File: src/sv/disk_block_to_chs_splitter_defines.svh
// Assertion macros used by the splitter module.
`ifndef DISK_BLOCK_TO_CHS_SPLITTER_DEFINES_SVH
`define DISK_BLOCK_TO_CHS_SPLITTER_DEFINES_SVH

`ifndef SYNTHESIS
`define DBCS_ASSERT_IMPL(label, ante, cons) \
	label: assert property (@(posedge clk) disable iff (!arst_n) (ante) |-> (cons)) \
		else $error("dbcs: same-cycle check failed");
`define DBCS_ASSERT_NEXT(label, ante, cons) \
	label: assert property (@(posedge clk) disable iff (!arst_n) (ante) |=> (cons)) \
		else $error("dbcs: next-cycle check failed");
`else
`define DBCS_ASSERT_IMPL(label, ante, cons)
`define DBCS_ASSERT_NEXT(label, ante, cons)
`endif

`endif

File: src/sv/dbcs_pkg.sv
`default_nettype none

package dbcs_pkg;

	localparam int BLOCK_W  = 24;
	localparam int COUNT_W  = 7;
	localparam int CYL_W    = 24;
	localparam int HEAD_W   = 8;
	localparam int SECTOR_W = 6;
	localparam int XFER_W   = 5;
	localparam int SPT_W    = 6;
	localparam int HEADS_W  = 9;

	localparam int CFG_IDX_W  = 2;
	localparam int CFG_DATA_W = 9;

	localparam logic [CFG_IDX_W-1:0] REG_SECTORS_PER_TRACK = 2'd0;
	localparam logic [CFG_IDX_W-1:0] REG_HEAD_COUNT        = 2'd1;
	localparam logic [CFG_IDX_W-1:0] REG_RX50_MODE         = 2'd2;

	localparam logic [SPT_W-1:0]   SPT_RESET   = 6'd18;
	localparam logic [HEADS_W-1:0] HEADS_RESET = 9'd2;

	localparam int DEF_MAX_TRANSFER_BLOCKS = 18;
	localparam int DEF_MAX_REQUEST_BLOCKS  = 64;

	localparam int XFER_FIELD_MAX = 31;
	localparam int MAX_HEADS      = 256;
	localparam int RX50_SECTORS   = 10;
	localparam int RX50_HALF      = 5;
	localparam int RX50_TRACKS    = 80;

endpackage

`default_nettype wire

File: src/sv/dbcs_req_if.sv
`default_nettype none

interface dbcs_req_if;
	logic                          valid;
	logic                          ready;
	logic [dbcs_pkg::BLOCK_W-1:0]  start_block;
	logic [dbcs_pkg::COUNT_W-1:0]  block_count;

	modport source (output valid, output start_block, output block_count, input ready);
	modport sink   (input valid, input start_block, input block_count, output ready);
endinterface

`default_nettype wire

File: src/sv/dbcs_rsp_if.sv
`default_nettype none

interface dbcs_rsp_if;
	logic                           valid;
	logic                           ready;
	logic [dbcs_pkg::CYL_W-1:0]     cylinder;
	logic [dbcs_pkg::HEAD_W-1:0]    head;
	logic [dbcs_pkg::SECTOR_W-1:0]  sector;
	logic [dbcs_pkg::XFER_W-1:0]    transfer_blocks;
	logic                           last;

	modport source (output valid, output cylinder, output head, output sector,
		output transfer_blocks, output last, input ready);
	modport sink   (input valid, input cylinder, input head, input sector,
		input transfer_blocks, input last, output ready);
endinterface

`default_nettype wire

File: src/sv/disk_block_to_chs_splitter.sv
// Splits a disk request (start block, block count) into cylinder/head/sector transfers.
// A request is taken only while the splitter is idle; a zero count is taken and yields
// nothing. The start address is found by one bit-serial divider used twice, one dividend
// bit per cycle: first dividing the block by the sectors per track (10 in RX50 mode), then
// dividing that quotient by the head count (5 in RX50 mode). After that the transfers are
// stepped on incrementally, one per cycle while the output register is empty or being read.
// Results go through an output register, so a new request can be taken while the final
// transfer of the previous one is still waiting at the output.
// Configuration is written through cfg_we, cfg_index and cfg_data and must only change
// while the splitter is idle.
`default_nettype none
`include "disk_block_to_chs_splitter_defines.svh"

module disk_block_to_chs_splitter #(
	parameter int MAX_TRANSFER_BLOCKS = dbcs_pkg::DEF_MAX_TRANSFER_BLOCKS,
	parameter int MAX_REQUEST_BLOCKS  = dbcs_pkg::DEF_MAX_REQUEST_BLOCKS
) (
	input  wire logic                              clk,
	input  wire logic                              arst_n,
	dbcs_req_if.sink                               req,
	dbcs_rsp_if.source                             rsp,
	input  wire logic                              cfg_we,
	input  wire logic [dbcs_pkg::CFG_IDX_W-1:0]    cfg_index,
	input  wire logic [dbcs_pkg::CFG_DATA_W-1:0]   cfg_data
);

	localparam int BLOCK_W  = dbcs_pkg::BLOCK_W;
	localparam int COUNT_W  = dbcs_pkg::COUNT_W;
	localparam int SPT_W    = dbcs_pkg::SPT_W;
	localparam int HEADS_W  = dbcs_pkg::HEADS_W;
	localparam int HEAD_W   = dbcs_pkg::HEAD_W;
	localparam int SECTOR_W = dbcs_pkg::SECTOR_W;
	localparam int XFER_W   = dbcs_pkg::XFER_W;
	localparam int CYL_W    = dbcs_pkg::CYL_W;
	localparam int BIT_W    = $clog2(BLOCK_W);
	localparam int LIMIT    = (MAX_TRANSFER_BLOCKS > dbcs_pkg::XFER_FIELD_MAX) ?
		dbcs_pkg::XFER_FIELD_MAX : ((MAX_TRANSFER_BLOCKS < 1) ? 1 : MAX_TRANSFER_BLOCKS);

	localparam logic [COUNT_W-1:0] LIMIT_V   = COUNT_W'(LIMIT);
	localparam logic [COUNT_W-1:0] REQ_MAX_V = COUNT_W'(MAX_REQUEST_BLOCKS);
	localparam logic [BIT_W-1:0]   LAST_BIT  = BIT_W'(BLOCK_W - 1);

	typedef enum logic [1:0] {
		ST_IDLE,
		ST_DIV1,
		ST_DIV2,
		ST_EMIT
	} state_t;

	state_t                 state_q;
	logic [SPT_W-1:0]       spt_q;
	logic [HEADS_W-1:0]     heads_q;
	logic                   rx50_q;
	logic [BLOCK_W-1:0]     sh_q;
	logic [HEADS_W-1:0]     rem_q;
	logic [BIT_W-1:0]       bit_q;
	logic [COUNT_W-1:0]     left_q;
	logic [SPT_W-1:0]       off_q;
	logic [HEAD_W-1:0]      hd_q;
	logic [CYL_W-1:0]       cyl_q;
	logic                   out_valid_q;
	logic [CYL_W-1:0]       out_cyl_q;
	logic [HEAD_W-1:0]      out_head_q;
	logic [SECTOR_W-1:0]    out_sec_q;
	logic [XFER_W-1:0]      out_xfer_q;
	logic                   out_last_q;

	logic [SPT_W-1:0]       spt_eff;
	logic [HEADS_W-1:0]     heads_eff;
	logic [HEADS_W-1:0]     div_w;
	logic [HEADS_W:0]       trial;
	logic [HEADS_W:0]       trial_sub;
	logic                   ge;
	logic [HEADS_W-1:0]     rem_nx;
	logic [BLOCK_W-1:0]     sh_nx;
	logic                   last_bit;

	logic [COUNT_W-1:0]     req_left;
	logic                   req_go;
	logic                   emit_go;
	logic [COUNT_W-1:0]     room;
	logic [COUNT_W-1:0]     min_a;
	logic [COUNT_W-1:0]     cnt;
	logic                   last_w;
	logic [COUNT_W-1:0]     off_sum;
	logic                   sec_wrap;
	logic [HEADS_W-1:0]     hd_inc;
	logic                   hd_wrap;
	logic                   cyl_inc;

	logic [3:0]             rx_s;
	logic [4:0]             rx_p0;
	logic [4:0]             rx_psum;
	logic [4:0]             rx_p;
	logic [SECTOR_W-1:0]    rx_sec;
	logic [CYL_W-1:0]       trk_inc;
	logic [CYL_W-1:0]       trk;

	assign spt_eff   = (spt_q == '0) ? SPT_W'(1) : spt_q;
	assign heads_eff = (heads_q == '0) ? HEADS_W'(1) :
		((heads_q > HEADS_W'(dbcs_pkg::MAX_HEADS)) ? HEADS_W'(dbcs_pkg::MAX_HEADS) : heads_q);

	always_comb begin
		if (state_q == ST_DIV1) begin
			div_w = rx50_q ? HEADS_W'(dbcs_pkg::RX50_SECTORS) : HEADS_W'(spt_eff);
		end else begin
			div_w = rx50_q ? HEADS_W'(dbcs_pkg::RX50_HALF) : heads_eff;
		end
	end

	assign trial     = {rem_q, sh_q[BLOCK_W-1]};
	assign trial_sub = trial - {1'b0, div_w};
	assign ge        = (trial >= {1'b0, div_w});
	assign rem_nx    = ge ? trial_sub[HEADS_W-1:0] : trial[HEADS_W-1:0];
	assign sh_nx     = {sh_q[BLOCK_W-2:0], ge};
	assign last_bit  = (bit_q == LAST_BIT);

	assign req_left = (req.block_count > REQ_MAX_V) ? REQ_MAX_V : req.block_count;
	assign req_go   = req.valid && req.ready;
	assign emit_go  = (state_q == ST_EMIT) && (!out_valid_q || rsp.ready);

	assign room  = COUNT_W'(spt_eff) - COUNT_W'(off_q);
	assign min_a = (left_q < LIMIT_V) ? left_q : LIMIT_V;
	assign cnt   = rx50_q ? COUNT_W'(1) : ((room < min_a) ? room : min_a);
	assign last_w = (left_q == cnt);

	assign off_sum  = COUNT_W'(off_q) + cnt;
	assign sec_wrap = rx50_q ? (off_sum == COUNT_W'(dbcs_pkg::RX50_SECTORS)) :
		(off_sum == COUNT_W'(spt_eff));
	assign hd_inc   = HEADS_W'(hd_q) + HEADS_W'(1);
	assign hd_wrap  = rx50_q ? (hd_inc == HEADS_W'(dbcs_pkg::RX50_HALF)) : (hd_inc == heads_eff);
	assign cyl_inc  = sec_wrap && (rx50_q || hd_wrap);

	// RX50: logical sectors 0-4 map to odd physical sectors, 5-9 to even ones, then skew.
	assign rx_s    = off_q[3:0];
	assign rx_p0   = (rx_s < 4'(dbcs_pkg::RX50_HALF)) ? {rx_s, 1'b0} :
		({rx_s - 4'(dbcs_pkg::RX50_HALF), 1'b0} + 5'd1);
	assign rx_psum = rx_p0 + {1'b0, hd_q[2:0], 1'b0};
	assign rx_p    = (rx_psum >= 5'(dbcs_pkg::RX50_SECTORS)) ?
		(rx_psum - 5'(dbcs_pkg::RX50_SECTORS)) : rx_psum;
	assign rx_sec  = SECTOR_W'(rx_p) + SECTOR_W'(1);
	assign trk_inc = cyl_q + CYL_W'(1);
	assign trk     = (trk_inc == CYL_W'(dbcs_pkg::RX50_TRACKS)) ? '0 : trk_inc;

	always_ff @(posedge clk or negedge arst_n) begin
		if (!arst_n) begin
			state_q     <= ST_IDLE;
			spt_q       <= dbcs_pkg::SPT_RESET;
			heads_q     <= dbcs_pkg::HEADS_RESET;
			rx50_q      <= 1'b0;
			sh_q        <= '0;
			rem_q       <= '0;
			bit_q       <= '0;
			left_q      <= '0;
			off_q       <= '0;
			hd_q        <= '0;
			cyl_q       <= '0;
			out_valid_q <= 1'b0;
			out_cyl_q   <= '0;
			out_head_q  <= '0;
			out_sec_q   <= '0;
			out_xfer_q  <= '0;
			out_last_q  <= 1'b0;
		end else begin
			if (cfg_we) begin
				case (cfg_index)
					dbcs_pkg::REG_SECTORS_PER_TRACK: spt_q   <= cfg_data[SPT_W-1:0];
					dbcs_pkg::REG_HEAD_COUNT:        heads_q <= cfg_data[HEADS_W-1:0];
					dbcs_pkg::REG_RX50_MODE:         rx50_q  <= cfg_data[0];
					default: ;
				endcase
			end

			if (out_valid_q && rsp.ready) begin
				out_valid_q <= 1'b0;
			end

			case (state_q)
				ST_IDLE: begin
					if (req_go) begin
						left_q <= req_left;
						sh_q   <= req.start_block;
						rem_q  <= '0;
						bit_q  <= '0;
						if (req_left != '0) begin
							state_q <= ST_DIV1;
						end
					end
				end
				ST_DIV1: begin
					sh_q  <= sh_nx;
					rem_q <= rem_nx;
					bit_q <= bit_q + BIT_W'(1);
					if (last_bit) begin
						off_q   <= rem_nx[SPT_W-1:0];
						cyl_q   <= sh_nx;
						rem_q   <= '0;
						bit_q   <= '0;
						state_q <= ST_DIV2;
					end
				end
				ST_DIV2: begin
					sh_q  <= sh_nx;
					rem_q <= rem_nx;
					bit_q <= bit_q + BIT_W'(1);
					if (last_bit) begin
						hd_q  <= rem_nx[HEAD_W-1:0];
						bit_q <= '0;
						if (!rx50_q) begin
							cyl_q <= sh_nx;
						end
						state_q <= ST_EMIT;
					end
				end
				ST_EMIT: begin
					if (emit_go) begin
						out_valid_q <= 1'b1;
						out_cyl_q   <= rx50_q ? trk : cyl_q;
						out_head_q  <= rx50_q ? '0 : hd_q;
						out_sec_q   <= rx50_q ? rx_sec : (off_q + SECTOR_W'(1));
						out_xfer_q  <= cnt[XFER_W-1:0];
						out_last_q  <= last_w;
						left_q      <= left_q - cnt;
						off_q       <= sec_wrap ? '0 : off_sum[SPT_W-1:0];
						if (sec_wrap) begin
							hd_q <= hd_wrap ? '0 : hd_inc[HEAD_W-1:0];
						end
						if (cyl_inc) begin
							cyl_q <= cyl_q + CYL_W'(1);
						end
						if (last_w) begin
							state_q <= ST_IDLE;
						end
					end
				end
				default: state_q <= ST_IDLE;
			endcase
		end
	end

	assign req.ready           = (state_q == ST_IDLE);
	assign rsp.valid           = out_valid_q;
	assign rsp.cylinder        = out_cyl_q;
	assign rsp.head            = out_head_q;
	assign rsp.sector          = out_sec_q;
	assign rsp.transfer_blocks = out_xfer_q;
	assign rsp.last            = out_last_q;

	`DBCS_ASSERT_IMPL(a_emit_has_work, state_q == ST_EMIT, left_q != '0)
	`DBCS_ASSERT_NEXT(a_last_ends_request, emit_go && last_w, state_q == ST_IDLE && out_valid_q)
	`DBCS_ASSERT_NEXT(a_div_to_emit, state_q == ST_DIV2 && last_bit, state_q == ST_EMIT)

endmodule

`default_nettype wire

File: src/flat_wrapper.sv
// flat-port wrapper written by rule: the top's interface ports become plain ports
module disk_block_to_chs_splitter_flat 
#(
	parameter int MAX_TRANSFER_BLOCKS = dbcs_pkg::DEF_MAX_TRANSFER_BLOCKS,
	parameter int MAX_REQUEST_BLOCKS  = dbcs_pkg::DEF_MAX_REQUEST_BLOCKS
)
  (clk, arst_n, cfg_we, cfg_index, cfg_data, req_valid, req_start_block, req_block_count, req_ready, rsp_valid, rsp_cylinder, rsp_head, rsp_sector, rsp_transfer_blocks, rsp_last, rsp_ready);
  dbcs_req_if req_i ();
  dbcs_rsp_if rsp_i ();
  input  wire logic clk;
  input  wire logic arst_n;
  input  wire logic cfg_we;
  input  wire logic [dbcs_pkg::CFG_IDX_W-1:0] cfg_index;
  input  wire logic [dbcs_pkg::CFG_DATA_W-1:0] cfg_data;
  input wire logic [$bits(req_i.valid)-1:0] req_valid;
  input wire logic [$bits(req_i.start_block)-1:0] req_start_block;
  input wire logic [$bits(req_i.block_count)-1:0] req_block_count;
  output wire logic [$bits(req_i.ready)-1:0] req_ready;
  output wire logic [$bits(rsp_i.valid)-1:0] rsp_valid;
  output wire logic [$bits(rsp_i.cylinder)-1:0] rsp_cylinder;
  output wire logic [$bits(rsp_i.head)-1:0] rsp_head;
  output wire logic [$bits(rsp_i.sector)-1:0] rsp_sector;
  output wire logic [$bits(rsp_i.transfer_blocks)-1:0] rsp_transfer_blocks;
  output wire logic [$bits(rsp_i.last)-1:0] rsp_last;
  input wire logic [$bits(rsp_i.ready)-1:0] rsp_ready;
  assign req_i.valid = req_valid;
  assign req_i.start_block = req_start_block;
  assign req_i.block_count = req_block_count;
  assign req_ready = req_i.ready;
  assign rsp_valid = rsp_i.valid;
  assign rsp_cylinder = rsp_i.cylinder;
  assign rsp_head = rsp_i.head;
  assign rsp_sector = rsp_i.sector;
  assign rsp_transfer_blocks = rsp_i.transfer_blocks;
  assign rsp_last = rsp_i.last;
  assign rsp_i.ready = rsp_ready;
  disk_block_to_chs_splitter #(.MAX_TRANSFER_BLOCKS(MAX_TRANSFER_BLOCKS), .MAX_REQUEST_BLOCKS(MAX_REQUEST_BLOCKS)) u_core (.clk(clk), .arst_n(arst_n), .req(req_i), .rsp(rsp_i), .cfg_we(cfg_we), .cfg_index(cfg_index), .cfg_data(cfg_data));
endmodule
File: config.mk
export PLATFORM = sky130hd
export DESIGN_NAME = disk_block_to_chs_splitter_flat
export DESIGN_NICKNAME = d
export VERILOG_FILES = /design/src/sv/dbcs_pkg.sv /design/src/sv/dbcs_req_if.sv /design/src/sv/dbcs_rsp_if.sv /design/src/sv/disk_block_to_chs_splitter.sv /design/src/flat_wrapper.sv
export VERILOG_INCLUDE_DIRS = /design/src /design/src/sv
export SDC_FILE = /design/constraint.sdc
export NUM_CORES = 1
export LEC_CHECK = 0
export BUFFER_PORTS_ARGS = -buffer_cell sky130_fd_sc_hd__buf_2
export CORE_MARGIN = 2
export CORE_UTILIZATION = 63
export CTS_BUF_LIST = sky130_fd_sc_hd__clkbuf_8
export DETAILED_ROUTE_END_ITERATION = 7
export GPL_TIMING_DRIVEN = 0
export PLACE_DENSITY_LB_ADDON = 0.05
export REMOVE_ABC_BUFFERS = 1
export SETUP_SLACK_MARGIN = 0.2
export SLEW_MARGIN = 10
export SYNTH_ARGS = -nofsm -noshare
export SYNTH_HDL_FRONTEND = slang
export SYNTH_SLANG_ARGS = --single-unit
File: constraint.sdc
create_clock -name clk -period 8.45 [get_ports clk]
set_input_delay 2.535 -clock clk [delete_from_list [all_inputs] [get_ports clk]]
set_output_delay 2.535 -clock clk [all_outputs]
set_load 0.1 [all_outputs]
Yosys cells after proc, flatten, opt, wreduce, memory -nomap -nowiden
Index checks and enable logic that the tools add are counted.
{"block": "totals", "ff_bits": 146, "in_bits": 47, "output_inout_bits": 46, "word_cells": 143}
{"block": "classes", "n_addsub": 13, "magnitude_cmp": 7, "eq_ne": 21, "mux": 55, "n_reduce_logical": 30}
{"operator": "two-way mux 24 bit", "count": 8}
{"operator": "case mux 24 bit (3 select lines)", "count": 1}
{"operator": "two-way mux 9 bit", "count": 7}
{"operator": "case mux 24 bit (2 select lines)", "count": 1}
{"operator": "two-way mux 7 bit", "count": 6}
{"operator": "two-way mux 8 bit", "count": 5}
{"operator": "two-way mux 6 bit", "count": 6}
{"operator": "case mux 9 bit (3 select lines)", "count": 1}
{"operator": "adder 24 x 1 -> 24 bit, second input constant", "count": 1}
{"operator": "equality test 24 x 7 -> 1 bit, second input constant", "count": 1}
{"operator": "two-way mux 5 bit", "count": 4}
{"operator": "case mux 8 bit (2 select lines)", "count": 1}
{"operator": "case mux 7 bit (2 select lines)", "count": 1}
{"operator": "two-way mux 2 bit", "count": 6}
{"operator": "!= test 2 x 1 -> 1 bit, second input constant", "count": 6}
{"operator": "case mux 6 bit (2 select lines)", "count": 1}
{"operator": "AND reduction 2 bit", "count": 6}
{"operator": "AND reduction 6 bit", "count": 2}
{"operator": "adder 5 x 1 -> 5 bit, second input constant", "count": 2}
{"operator": ">= comparator 10 x 9 -> 1 bit", "count": 1}
{"operator": "case mux 5 bit (2 select lines)", "count": 1}
{"operator": "adder 8 x 1 -> 9 bit, second input constant", "count": 1}
{"operator": "equality test 9 x 3 -> 1 bit, second input constant", "count": 1}
{"operator": "equality test 9 bit", "count": 1}
{"operator": "36 further kinds", "count": 55}

Longest topological paths before layout
{"block": "depth", "depth_word": 13, "depth_mapped": 29, "mapped_depth_nobuf": 27}

Least setup slack after synthesis
No wires, ideal clock.
{"block": "synth_timing", "kind": "register to register", "from": "register u_core.spt_q[1]", "to": "register u_core.cyl_q[21]", "setup_ps": 132, "arrival_ps": 5855, "required_ps": 8318, "setup_slack_ps": 2463, "path_stages_with_launch": 27, "n_path_buf": 2, "period_less_slack_ps": 5987, "cell_sequence": "dfstp_2 > or4_1 > nor2_1 > nor2_1 > ha_1 > inv_1 > fa_1 > a211oi_1 > o21bai_1 > a21oi_1 > ha_1 > nand3_1 > nor2_1 > a211oi_4 > clkbuf_1 > a21oi_1 > nor2_1 > ha_1 > a211oi_1 > nor4b_1 > nand4b_1 > xnor2_1 > o41ai_2 > and2_1 > buf_4 > a21oi_1 > or3b_1"}
{"block": "synth_between", "elab_chain_cells": 12, "word_cells_on_any_way": 13, "cone_classes": "add/sub: 2; order compare: 1; eq/ne: 3; mux: 4; reduce/logical: 3"}
{"element": "start: declaration", "line": "disk_block_to_chs_splitter.sv:51", "rtl": "logic [SPT_W-1:0] spt_q;"}
{"element": "start signal: assignment", "line": "disk_block_to_chs_splitter.sv:148", "rtl": "spt_q <= dbcs_pkg::SPT_RESET;"}
{"element": "start signal: assignment", "line": "disk_block_to_chs_splitter.sv:167", "rtl": "dbcs_pkg::REG_SECTORS_PER_TRACK: spt_q <= cfg_data[SPT_W-1:0];"}
{"element": "zero test 6 bit", "line": "disk_block_to_chs_splitter.sv:99", "rtl": "assign spt_eff = (spt_q == '0) ? SPT_W'(1) : spt_q;"}
{"element": "two-way mux 6 bit (*)", "line": "disk_block_to_chs_splitter.sv:99"}
{"element": "subtractor 6 x 6 -> 7 bit (*)", "line": "disk_block_to_chs_splitter.sv:122", "rtl": "assign room = COUNT_W'(spt_eff) - COUNT_W'(off_q);"}
{"element": "< comparator 7 bit", "line": "disk_block_to_chs_splitter.sv:124", "rtl": "assign cnt = rx50_q ? COUNT_W'(1) : ((room < min_a) ? room : min_a);"}
{"element": "two-way mux 7 bit (*) (2 in a row)", "line": "disk_block_to_chs_splitter.sv:124"}
{"element": "named net u_core.cnt[1]", "line": "disk_block_to_chs_splitter.sv:83", "rtl": "logic [COUNT_W-1:0] cnt;"}
{"element": "adder 6 x 7 -> 7 bit (*)", "line": "disk_block_to_chs_splitter.sv:127", "rtl": "assign off_sum = COUNT_W'(off_q) + cnt;"}
{"element": "equality test 7 x 6 -> 1 bit / equality test 7 x 4 -> 1 bit (equally long branches)", "line": "disk_block_to_chs_splitter.sv:129, disk_block_to_chs_splitter.sv:128"}
{"element": "two-way mux 1 bit (*)", "line": "disk_block_to_chs_splitter.sv:128", "rtl": "assign sec_wrap = rx50_q ? (off_sum == COUNT_W'(dbcs_pkg::RX50_SECTORS)) :"}
{"element": "logical AND 1 bit (*)", "line": "disk_block_to_chs_splitter.sv:132", "rtl": "assign cyl_inc = sec_wrap && (rx50_q || hd_wrap);"}
{"element": "!= test 2 x 1 -> 1 bit (no source line) (*)"}
{"element": "AND reduction 6 bit (no source line) (*)"}
{"element": "end signal: assignment", "line": "disk_block_to_chs_splitter.sv:196", "rtl": "cyl_q <= sh_nx;"}
{"element": "end signal: assignment", "line": "disk_block_to_chs_splitter.sv:210", "rtl": "cyl_q <= sh_nx;"}
{"element": "end signal: assignment", "line": "disk_block_to_chs_splitter.sv:229", "rtl": "cyl_q <= cyl_q + CYL_W'(1);"}
{"element": "end: declaration", "line": "disk_block_to_chs_splitter.sv:60", "rtl": "logic [CYL_W-1:0] cyl_q;"}
Mark *: on every way through the listed nets, which the timed path passes. The rest lies on a longest branch.
A chain may end at the register's enable or synchronous reset.

Final worst setup path
{"block": "layout_timing", "from": "register u_core.spt_q[1]", "to": "register u_core.cyl_q[23]"}
The elaborated chain is that of the path after synthesis.

==> impl_results.md <==
* Status: completed
* Slew @ Worst Pin at 1.224 ns
* Drt first-iter violations at 1114
* TritonCTS clock tree: built
* Synthesized instance count at 1257
* Post-Route WL at 27100 um
* Core area at 0.01641 sq mm
* Synth top area cells: dfrtp_1 (34%), nand2_1 (6.4%), ha_1 (5.5%), o21ai_0 (5.3%), mux2i_1 (3.5%)
* # clock sinks at 146
* Initial antenna violation count at 0
* Total I/O pin count at 93
* Fmax at 128.3 MHz
* RSZ-0062 raised after global routing: true
* Max stage delay on crit path at 0.77 ns
* H-tree depth at 4
* Fin area at 0.01143 sq mm
* Buf/Inv on CP at 1
* Die Wd at 132.8 um
* Worst-path clk slew at 0.09 ns
* Endpoint class of the critical path: flip-flop
* Initial Utilization at 0.6375
* Synth-to-Final Area Change at 9.259%
* Global-route wire length before repair at 45180 um
* Data arrival, critical path at 8.10 ns
* Fill cells at 1416
* Worst r2r src: u_core.spt_q[1]
* Area after DPL at 0.01103 sq mm
* Post-Route Setup TNS at 0 ns
* Crit Path Max Fanout at 17
* DRT Pass-1 Iters at 6
* Area leader, netlist: dfrtp_1
* Post-DP HPWL at 19090 um
* Final ANT Viol Nets at 0
* Final core utilization at 0.6965
* Crit path max-delay family: compound AO/OA/AOI/OAI gates
* Gr usage total at 0.3163
* Hold_sp: u_core.rsp.cylinder[5]
* Grt ovf at 0
* Mapped Avg Cell Area at 8.320 sq um
* WHS Path Cells at 2
* I/O Buffers at 92
* Seq/Total Area, Yosys at 0.3497
* Layout cells sized above 1 at 0.1436
* N_diodes at 0
* Final Wtd Congestion at 0.9513
* Largest net degree at the start of global routing at 87
* Slew margin rel. at 0.1824
* Die area at 0.01765 sq mm
* R2R setup slack at 0.65 ns
* Main flop type after synthesis: dfrtp_1
* Post-Layout Cell Count at 1515
* Worst setup SP type: flip-flop
* Height of the die at 132.8 um
* EDFF count, synth at 0
* WS Path Type: flip-flop to flip-flop
* Cts bufs inserted at 17
* Skew final at 0.01404 ns
* Worst path most repeated cell: nor2_1
* Reg2reg end: u_core.cyl_q[23]
* DR vias/cell at 6.413
* Hold Crit Endpoint: u_core.rsp.cylinder[5]
* Number of global-route vias before repair at 8644
* Setup-failing EPs final at 0
* Synth cell types at 76
* Final worst path period need at 7.796 ns
* Post-synth top area share at 0.3421
* Final hold vios at 0
* CP Launch Point: u_core.spt_q[1]
* CP required at 8.75 ns
* Hold crit path type: flip-flop to flip-flop
* Site Rows at 47
* Ys async rst share at 1.000
* Routed len/inst at 17.89 um
* Nets@finish at 1380
* Worst path slowest cell: o41ai_2
* Placed Instances at 1483
* Final period utilization at 0.9227
* Syn Std Cell Area at 0.01046 sq mm
* CTS root buf: clkbuf_8
* DRC violations left at 0
* Max_cap viols at 0
* Clk Latency, worst-skew pair at 0.46 ns
* Clk buf depth at 2
* Synth warnings at 0
* Reg2reg path depth at 24
* Vias at 9715
* Post-CTS Hold Fix Bufs at 0
* Max-slew violation count at 0
* Worst path cell trace: or4_1 -> nor2_1 -> nor2_1 -> ha_1 -> inv_1 -> fa_1 -> a211oi_1 -> o21bai_1 -> a21oi_1 -> ha_1 -> nand3_1 -> nor2_1 -> a211oi_4 -> a21oi_1 -> nor2_1 -> ha_1 -> a211oi_1 -> nor4b_1 -> nand4b_1 -> xnor2_1 -> o41ai_2 -> nand2_2 -> nor2_4 -> o311ai_0
* Post-synthesis register bit count at 146
==> logic make-up after synthesis <==
family	Yosys count	share of synthesized area
other	1	0.0003586
buffers and inverters	136	0.05036
AOI/OAI and AO/OA	335	0.2102
adders and majority gates	51	0.06460
and+or+nand+nor	478	0.2239
muxes	55	0.05479
DFF	146	0.3497
xor gates and xnor gates	55	0.04606
==> metal layers <==
metal  up-vias  track usage  routed length, um
li1       4608            -                  -
met1      4600       0.4990              12770
met2       472       0.4456              11520
met3        35      0.06667               2504
met4         0      0.06691                306
met5         -            0                  0
==> cell usage after synthesis, types with 22 or more instances <==
| cell | n |
|---|---|
| inv_1 | 43 |
| xnor2_1 | 32 |
| ha_1 | 46 |
| a31oi_1 | 24 |
| dfrtp_1 | 143 |
| nor4_1 | 26 |
| clkbuf_1 | 76 |
| o211ai_1 | 24 |
| xor2_1 | 23 |
| a21oi_1 | 53 |
| nand2b_1 | 22 |
| and3_1 | 24 |
| mux2i_1 | 37 |
| nand2_1 | 178 |
| o21ai_0 | 110 |
| nand3_1 | 48 |
| nor2_1 | 77 |
==> registers in the layout (all words and copies together), names as in the netlist <==
| name | count |
|---|---|
| u_core.heads_q | 9 |
| u_core.rsp.head | 8 |
| u_core.bit_q | 5 |
| u_core.left_q | 7 |
| u_core.rsp.transfer_blocks | 5 |
| u_core.rsp.last | 1 |
| u_core.sh_q | 24 |
| u_core.cyl_q | 24 |
| u_core.state_q | 2 |
| u_core.rem_q | 9 |
| u_core.off_q | 6 |
| u_core.spt_q | 6 |
| u_core.rsp.sector | 6 |
| u_core.rsp.valid | 1 |
| u_core.hd_q | 8 |
| u_core.rsp.cylinder | 24 |
| u_core.rx50_q | 1 |
==> cell usage in the layout, fill, tap and decap left out, drive strengths merged, types with 32 or more instances in the layout <==
cell type  synthesis  layout
buf               17      98
nor2              78      78
ha                46      46
dfrtp            143     143
a21oi             53      53
mux2i             37      37
nand3             48      48
o21ai            115     115
nand2            179     179
xnor2             32      32
inv               43      49
==> worst reg2reg max path: stages, from the launching register on <==
cell and delay (ns):
dfstp_2 0.66, or4_1 0.21, nor2_1 0.05, nor2_1 0.25
ha_1 0.21, inv_1 0.06, fa_1 0.42, a211oi_1 0.33
o21bai_1 0.12, a21oi_1 0.35, ha_1 0.31, nand3_1 0.10
nor2_1 0.08, a211oi_4 0.53, a21oi_1 0.20, nor2_1 0.42
ha_1 0.32, a211oi_1 0.42, nor4b_1 0.11, nand4b_1 0.33
xnor2_1 0.21, o41ai_2 0.77, nand2_2 0.47, nor2_4 0.52
o311ai_0 0.20
==> how the worst max path moves through the flow <==
stage                                  end  cells after the start
after CTS                 u_core.cyl_q[23]                     24
after floorplan           u_core.cyl_q[21]                     24
after detailed placement  u_core.cyl_q[23]                     24
final                     u_core.cyl_q[23]                     24
after global routing      u_core.cyl_q[23]                     24
after global placement    u_core.cyl_q[23]                     24
==> what timing repair did <==
action	CTS	global route
resized for setup	0	2
buffers inserted	0	0
endpoints found under the setup margin	0	16
==> final cells by class <==
class                   count  area [sq um]  share of cell area
flip-flops and latches    146          3659              0.3202
multi-input cells         976          6346              0.5553
clock inverters            13         125.1             0.01095
clock buffers              19         261.5             0.02288
repair buffers             98         599.3             0.05245
inverters                  43         161.4             0.01412
well taps                 220         275.3             0.02409
==> metrics by stage <==
step / setup WS [ns] / hold WS (ns)
floorplan: 2.296 / 0.4635
global placement: 0.6953 / 0.4544
detailed placement: 0.5982 / 0.4646
CTS: 0.5640 / 0.4837
global route: 0.1714 / 0.4994
finish: 0.6535 / 0.4741
Power is not shown: default switching activity piles up to over one toggle a cycle in this logic, so the estimate is an artifact.
